$ cat src/rtl/core/sst_pkg.sv
// Package for the sorted set table: sizes, codes and beat types.
package sst_pkg;

    localparam int CAPACITY = 16;
    localparam int CNT_W    = $clog2(CAPACITY + 1);
    localparam int KEY_W    = 32;
    localparam int ENTRY_W  = 5;

    localparam logic [1:0] MODE_INSERT = 2'd0;
    localparam logic [1:0] MODE_DELETE = 2'd1;
    localparam logic [1:0] MODE_SEARCH = 2'd2;

    localparam logic [1:0] STATUS_DONE   = 2'd0;
    localparam logic [1:0] STATUS_ABSENT = 2'd1;
    localparam logic [1:0] STATUS_FULL   = 2'd2;

    typedef enum logic {
        ST_IDLE,
        ST_EXEC
    } sst_state_t;

    typedef struct packed {
        logic [1:0]              mode;
        logic signed [KEY_W-1:0] key;
    } sst_in_t;

    typedef struct packed {
        logic               success;
        logic [1:0]         status;
        logic [ENTRY_W-1:0] entry_count;
    } sst_out_t;

    typedef struct packed {
        logic ins;
        logic del;
    } sst_ctl_t;

endpackage

$ cat src/rtl/core/sst_cell.sv
// One slot of the sorted row: holds a key, compares it and shifts with its neighbours.
module sst_cell
    import sst_pkg::*;
(
    input  logic                    clk,
    input  logic                    valid,
    input  logic signed [KEY_W-1:0] probe,
    input  sst_ctl_t                ctl,
    input  logic                    left_lt,
    input  logic signed [KEY_W-1:0] left_key,
    input  logic signed [KEY_W-1:0] right_key,
    output logic                    lt,
    output logic                    eq,
    output logic signed [KEY_W-1:0] key
);

    logic signed [KEY_W-1:0] key_reg;
    logic signed [KEY_W-1:0] key_next;

    assign lt  = valid && (key_reg < probe);
    assign eq  = valid && (key_reg == probe);
    assign key = key_reg;

    always_comb
    begin
        key_next = key_reg;
        if (ctl.ins && !lt)
        begin
            key_next = left_lt ? probe : left_key;
        end
        else if (ctl.del && !lt)
        begin
            key_next = right_key;
        end
    end

    always_ff @(posedge clk)
    begin
        key_reg <= key_next;
    end

endmodule

$ cat src/rtl/core/sorted_set_table.sv
// Top level of the sorted set table: command capture, cell row and result beat.
//
//  port    dir  width  role
//  start   in   1      command strobe, taken when busy is low
//  cmd     in   34     mode and key of the command beat
//  busy    out  1      command in flight
//  done    out  1      result beat strobe, one cycle
//  result  out  8      success, status and entry count
//
// Each command is first captured into op_reg; then, in ST_EXEC, the cell row
// compares, shifts and registers the result. done rises the cycle after that.
// A new command may be taken in the cycle done is high.
// Reset empties the set at once; no clearing pass.
// The receiver cannot stall the result beat.
module sorted_set_table
    import sst_pkg::*;
(
    input  logic     clk,
    input  logic     rst_n,
    input  logic     start,
    input  sst_in_t  cmd,
    output logic     busy,
    output logic     done,
    output sst_out_t result
);

    sst_state_t state_reg, state_next;
    sst_in_t    op_reg;
    logic [CNT_W-1:0] count_reg, count_next;
    logic       done_reg, done_next;
    sst_out_t   result_reg, result_next;
    sst_ctl_t   ctl;

    logic                    cell_lt  [CAPACITY];
    logic                    cell_eq  [CAPACITY];
    logic signed [KEY_W-1:0] cell_key [CAPACITY];

    logic present;
    logic full;

    genvar gi;
    generate
        for (gi = 0; gi < CAPACITY; gi++)
        begin : g_cell
            logic                    left_lt;
            logic signed [KEY_W-1:0] left_key;
            logic signed [KEY_W-1:0] right_key;

            if (gi == 0)
            begin : g_first
                assign left_lt  = 1'b1;
                assign left_key = op_reg.key;
            end
            else
            begin : g_mid
                assign left_lt  = cell_lt[gi-1];
                assign left_key = cell_key[gi-1];
            end

            if (gi == CAPACITY - 1)
            begin : g_last
                assign right_key = cell_key[gi];
            end
            else
            begin : g_inner
                assign right_key = cell_key[gi+1];
            end

            sst_cell u_cell (
                .clk       (clk),
                .valid     (count_reg > CNT_W'(gi)),
                .probe     (op_reg.key),
                .ctl       (ctl),
                .left_lt   (left_lt),
                .left_key  (left_key),
                .right_key (right_key),
                .lt        (cell_lt[gi]),
                .eq        (cell_eq[gi]),
                .key       (cell_key[gi])
            );
        end
    endgenerate

    always_comb
    begin
        present = 1'b0;
        for (int i = 0; i < CAPACITY; i++)
        begin
            present = present | cell_eq[i];
        end
    end

    assign full = (count_reg == CNT_W'(CAPACITY));

    always_comb
    begin
        state_next  = state_reg;
        count_next  = count_reg;
        done_next   = 1'b0;
        result_next = result_reg;
        ctl         = '0;
        unique case (state_reg)
            ST_IDLE:
            begin
                if (start)
                begin
                    state_next = ST_EXEC;
                end
            end
            ST_EXEC:
            begin
                state_next          = ST_IDLE;
                done_next           = 1'b1;
                result_next.success = 1'b0;
                result_next.status  = STATUS_DONE;
                case (op_reg.mode)
                    MODE_INSERT:
                    begin
                        if (present)
                        begin
                            result_next.status = STATUS_ABSENT;
                        end
                        else if (full)
                        begin
                            result_next.status = STATUS_FULL;
                        end
                        else
                        begin
                            ctl.ins             = 1'b1;
                            count_next          = count_reg + CNT_W'(1);
                            result_next.success = 1'b1;
                        end
                    end
                    MODE_DELETE:
                    begin
                        if (present)
                        begin
                            ctl.del             = 1'b1;
                            count_next          = count_reg - CNT_W'(1);
                            result_next.success = 1'b1;
                        end
                        else
                        begin
                            result_next.status = STATUS_ABSENT;
                        end
                    end
                    MODE_SEARCH:
                    begin
                        result_next.success = present;
                        result_next.status  = present ? STATUS_DONE : STATUS_ABSENT;
                    end
                    default:
                    begin
                    end
                endcase
                result_next.entry_count = ENTRY_W'(count_next);
            end
            default:
            begin
                state_next = ST_IDLE;
            end
        endcase
    end

    always_ff @(posedge clk or negedge rst_n)
    begin
        if (!rst_n)
        begin
            state_reg <= ST_IDLE;
            count_reg <= '0;
            done_reg  <= 1'b0;
        end
        else
        begin
            state_reg <= state_next;
            count_reg <= count_next;
            done_reg  <= done_next;
        end
    end

    always_ff @(posedge clk)
    begin
        result_reg <= result_next;
        if (state_reg == ST_IDLE && start)
        begin
            op_reg <= cmd;
        end
    end

    assign busy   = (state_reg == ST_EXEC);
    assign done   = done_reg;
    assign result = result_reg;

    a_count_bound: assert property (@(posedge clk) disable iff (!rst_n)
        count_reg <= CNT_W'(CAPACITY))
        else $error("entry count above capacity");

    a_exec_done: assert property (@(posedge clk) disable iff (!rst_n)
        busy |=> done && !busy)
        else $error("command did not complete in one cycle");

    a_count_moves_on_done: assert property (@(posedge clk) disable iff (!rst_n)
        !$stable(count_reg) |-> done)
        else $error("entry count changed without a result beat");

    a_success_status: assert property (@(posedge clk) disable iff (!rst_n)
        done && result.success |-> result.status == STATUS_DONE)
        else $error("success beat carries a failure status");

endmodule
$ cat config.mk
export PLATFORM = sky130hd
export DESIGN_NAME = sorted_set_table
export DESIGN_NICKNAME = d
export VERILOG_FILES = /design/src/rtl/core/sst_pkg.sv /design/src/rtl/core/sst_cell.sv /design/src/rtl/core/sorted_set_table.sv
export SDC_FILE = /design/constraint.sdc
export NUM_CORES = 2
export LEC_CHECK = 0
export ABC_AREA = 1
export BUFFER_PORTS_ARGS = -buffer_cell sky130_fd_sc_hd__buf_2
export CAP_MARGIN = 5
export CORE_ASPECT_RATIO = 2
export CORE_MARGIN = 5
export CORE_UTILIZATION = 45
export CTS_CLUSTER_SIZE = 25
export DETAILED_ROUTE_END_ITERATION = 8
export PLACE_DENSITY = 0.64
export SLEW_MARGIN = 20
export SYNTH_ARGS = -nofsm -noshare
export SYNTH_HDL_FRONTEND = slang
export SYNTH_SLANG_ARGS = --single-unit
$ cat constraint.sdc
create_clock -name clk -period 5.2 [get_ports clk]
set_input_delay 1.04 -clock clk [delete_from_list [all_inputs] [get_ports clk]]
set_output_delay 1.04 -clock clk [all_outputs]
set_load 0.05 [all_outputs]
==> results by stage <==
Routing:
- The highest metal layer carrying signal wires in the routed design is met4.
- In this run the remaining antenna-violating nets after routing total 0.
- The total routed wirelength is approximately 120000 um.
- Dividing the detail-routed wire length by the instance count gives 18.5 um.
- The number of DRC violations after detailed-routing iteration 0 is 2335.
- The routed length on met1 is 40100 um.
- The first detailed-routing pass took 6 iterations.
- The routed wire length on met2 is 66700 um.
- Using the TritonRoute via totals, the vias-per-cell ratio works out to 5.31.
- The final route contains 34300 vias.
- The sum of met3 wire segment lengths after detailed routing is 3220 um.
- The DRC violations left is 0.

Final layout:
- The final standard cell count with taps included and fillers excluded is ~6500.
- The register with the most flip-flops in the layout has 512 of them.
- The net total in the final layout is just under 6000.
- Relative to the synthesized area, the layout overhead comes to 8.65%.
- The proportion of layout cells with a drive suffix above 1 is 0.0571.
- The repair_antennas step left the layout with diodes totalling 0.
- The finished cells cover 44300 um2.

Min path:
- The worst min-delay path class is in -> async.

Global routing:
- The total congestion overflow is 0.
- The first-pass GRT wire length is 187000 um.
- The largest net degree at the start of global routing is 65.
- The global routing usage summed across all routing layers is 0.239.
- The via count of the first global-routing pass is 35100.
- The initial antenna violation count was 0.

Clock tree:
- The clock reaches the later pin of the worst-skew pair after 0.66 ns.
- After clock tree synthesis, the repair step resized 0 gates.
- TritonCTS built the clock tree.
- The number of hold buffers added after CTS is 0.
- The deepest clock path buffer count is 3.
- The tree built by TritonCTS fans out to between 500 and 600 sinks.
- The clock transition time at the flip-flop clock pins of the worst setup and hold paths is 0.07 ns.
- The root buffer cell is clkbuf_16.
- Clock tree synthesis inserted a total of 55 buffers.
- The number of setup buffers added after CTS is 0.
- The number of H-tree levels is 2.

Critical path:
- Counting cells, the worst reg-to-reg path comes to 18.
- By startpoint and endpoint, the worst setup path is classified as reg -> reg.
- The worst flop-to-flop path startpoint is g_cell[0].left_key[0]$_DFFE_PP_.
- Data on the critical path arrives at its endpoint at 5.17 ns.
- The dominant cell type by count on the critical path is nand2_1.
- In this run the critical register-to-register path is captured at g_cell[2].u_cell.key[24]$_DFFE_PP_.
- The reg-to-reg setup timing slack is 0.41 ns.
- On the worst path, the slowest cell contributes a delay of 0.74 ns.
- The worst-path cell with the longest stage delay is edfxtp_1.
- The critical path goes through buf_4 -> ha_1 -> nand2_1 -> nor2_1 -> nand2_1 -> nor2_1 -> nand3_1 -> nand2_1 -> clkinv_1 -> nand2_1 -> nor2_2 -> nand2_4 -> nor2_4 -> nand3_4 -> nor2_4 -> inv_2 -> nand2_1 -> nand2_1.
- The category of the worst setup path launch point is a register.
- For the worst setup path, the data required time is ~5.6 ns.
- Of all nets on the critical path, the largest fanout is 32.
- The worst setup path is captured at a register.

Status:
- The flow ran to the end, and the final reports show no timing, DRC or antenna violations.

Timing:
- For the pin with the worst max-slew slack, the measured transition is 1.03 ns.
- The relative slew slack is 0.312.
- In the post-route analysis, the smallest setup slack over all paths is 0.405 ns.
- The count of final max-slew check failures is 0.
- Adding up every negative setup slack in the final design gives 0 ns.
- For this run, the top clock speed supported by timing is roughly 0.21 GHz.
- Setup repair after global routing left no endpoint under its margin.
- The post-route fraction of the period consumed by the critical path is 0.922.
- The setup clock skew after layout is 0.0402 ns.
- The clock period minus final worst setup slack is 4.79 ns.
- The number of endpoints with negative hold slack in the final report is 0.
- Setup violations remaining at the end of the flow were counted as 0.

Synth:
- The mean post-synth cell area is 7.74 um2.
- The total of flip-flops plus latches after synthesis is roughly 560.
- Yosys attributes the largest share of cell area to edfxtp_1 (41%), nand2_1 (23%), ha_1 (16%).
- The post-synthesis instance total is around 5300.
- edfxtp_1 takes more of the synthesized area than any other cell.
- The sequential share of the synthesized area is 0.413.
- The flip-flop cell with the highest count after synthesis is edfxtp_1.
- The net count of the mapped netlist is roughly 5800.
- Among all cell types in the netlist, the one instantiated most often is nand2_1.
- Counting instances in the post-synthesis netlist gives the leading cell types as nand2_1 (2485), o21ai_0 (595), edfxtp_1 (554).
- The share of synthesized area in the top cell type comes to 0.408.
- The number of enable flip-flop cells after synthesis is 554.
- The summed instance area of the synthesized netlist is 40700 um2.
- The share of flip-flops with an asynchronous set or reset after synthesis is 0.0125.
- Yosys mapped the design onto 33 distinct sky130hd cell types.
- For this run, the number of Yosys warnings is 0.

Floorplanning:
- In this run the count of I/O pins placed on the die edge is 47.
- The die covers 97000 um2.
- For this configuration, the core starts out at a cell density of 0.452.
- The floorplan step defined a core boundary enclosing approximately 90000 um2.
- In this run the vertical extent of the chip is 435 um.
- The width of the chip is 223 um.
- The number of core rows is 156.

Place:
- Prior to clock tree synthesis, the placed netlist has a worst setup slack of 0.249 ns.
- Routability-driven placement finished with a final weighted congestion of 0.945.
- The detailed-placement wirelength estimate is 93800 um.
- The cell area after placement is 42400 um2.
- The total instance count after detailed placement is 6356.
- The count of port buffers added during placement is 46.

Pwr:
- Dividing total power by cell area gives a power density of 272 nW/um2.
- The worst-case IR drop observed on VDD is approximately 0.24 mV.
- The reported leakage power is 20.5 nW.

Run:
- The number of max-cap violations is 0.
-- cell usage in the layout (no fill, tap or decap) --
cell type / instances
clkinv_1: 9
nand4_1: 2
buf_12: 8
nand3_4: 1
a211oi_1: 5
a21oi_4: 1
nor3_2: 1
nand2_2: 5
clkbuf_16: 55
nor3_1: 10
clkinvlp_4: 3
o211ai_1: 25
nand3b_1: 13
nand3_1: 62
inv_6: 2
o21ai_1: 12
nand3_2: 14
nand2_1: 2485
inv_1: 152
clkbuf_1: 10
dfrtp_1: 7
nor2_8: 4
a21oi_1: 264
o21ai_0: 595
nand2_4: 1
clkinv_2: 14
inv_2: 14
nor2_2: 17
ha_1: 521
a21o_1: 2
a31oi_1: 3
clkbuf_8: 2
nor2_4: 12
bufinv_16: 9
buf_2: 46
edfxtp_1: 554
buf_4: 92
o21bai_1: 1
a21boi_0: 1
nor2_1: 240
-- cells by family after synthesis --
kind of cell / share of synthesized area
AND/OR/NAND/NOR: 0.272
AO/OA/AOI/OAI: 0.114
flip-flops: 0.413
adder cells (fa/ha/maj): 0.160
buffers and inverters: 0.0417
-- layer usage --
metal,global-route usage,vias to the layer above
li1,-,17600
met1,0.221,15500
met2,0.480,813
met3,0.0193,406
met4,0.164,0
met5,0,-
-- report_power, final --
| part | switching, mW | internal (mW) | total [mW] | leakage, nW |
|---|---|---|---|---|
| Clock | 1.91 | 2.42 | 4.33 | 0.906 |
| Sequential | 0.137 | 5.16 | 5.29 | 5.17 |
| Combinational | 1.73 | 0.705 | 2.44 | 14.5 |
-- cell type report --
cell class | instances | area, um2
Inverter | 168 | 631
Timing Repair Buffer | 146 | 1080
Clock inverter | 35 | 407
Fill cell | 8898 | 45900
Tap cell | 1185 | 1480
Clock buffer | 67 | 1440
Sequential cell | 561 | 16800
Multi-Input combinational cell | 4297 | 22400
-- stage by stage --
stage,util,power [mW],hold WS (ns)
final,0.491,12.1,0.224
after global routing,0.491,12.6,0.203
after CTS,0.491,12.1,0.183
after detailed placement,0.470,7.80,0.528
after global placement,0.470,7.76,0.523
after floorplan,-,7.01,0.513
-- critical path: cells and delay by family (launching register included) --
| kind | cells | cell delay (ns) |
|---|---|---|
| buf+inv | 3 | 0.86 |
| fa+ha+maj | 1 | 0.26 |
| simple gates | 14 | 2.59 |
| flops | 1 | 0.74 |
-- worst max path at each step --
stage	cells after the start	start	end
2_1_floorplan	19	g_cell[0].left_key[31]$_DFFE_PP_	g_cell[15].u_cell.key[0]$_DFFE_PP_
3_3_place_gp	18	g_cell[0].left_key[0]$_DFFE_PP_	g_cell[2].u_cell.key[3]$_DFFE_PP_
3_5_place_dp	18	g_cell[0].left_key[0]$_DFFE_PP_	g_cell[2].u_cell.key[24]$_DFFE_PP_
4_1_cts	18	g_cell[0].left_key[0]$_DFFE_PP_	g_cell[2].u_cell.key[24]$_DFFE_PP_
5_1_grt	18	g_cell[0].left_key[0]$_DFFE_PP_	g_cell[2].u_cell.key[8]$_DFFE_PP_
6_report	18	g_cell[0].left_key[0]$_DFFE_PP_	g_cell[2].u_cell.key[24]$_DFFE_PP_
(Power assumes the default switching activity.)
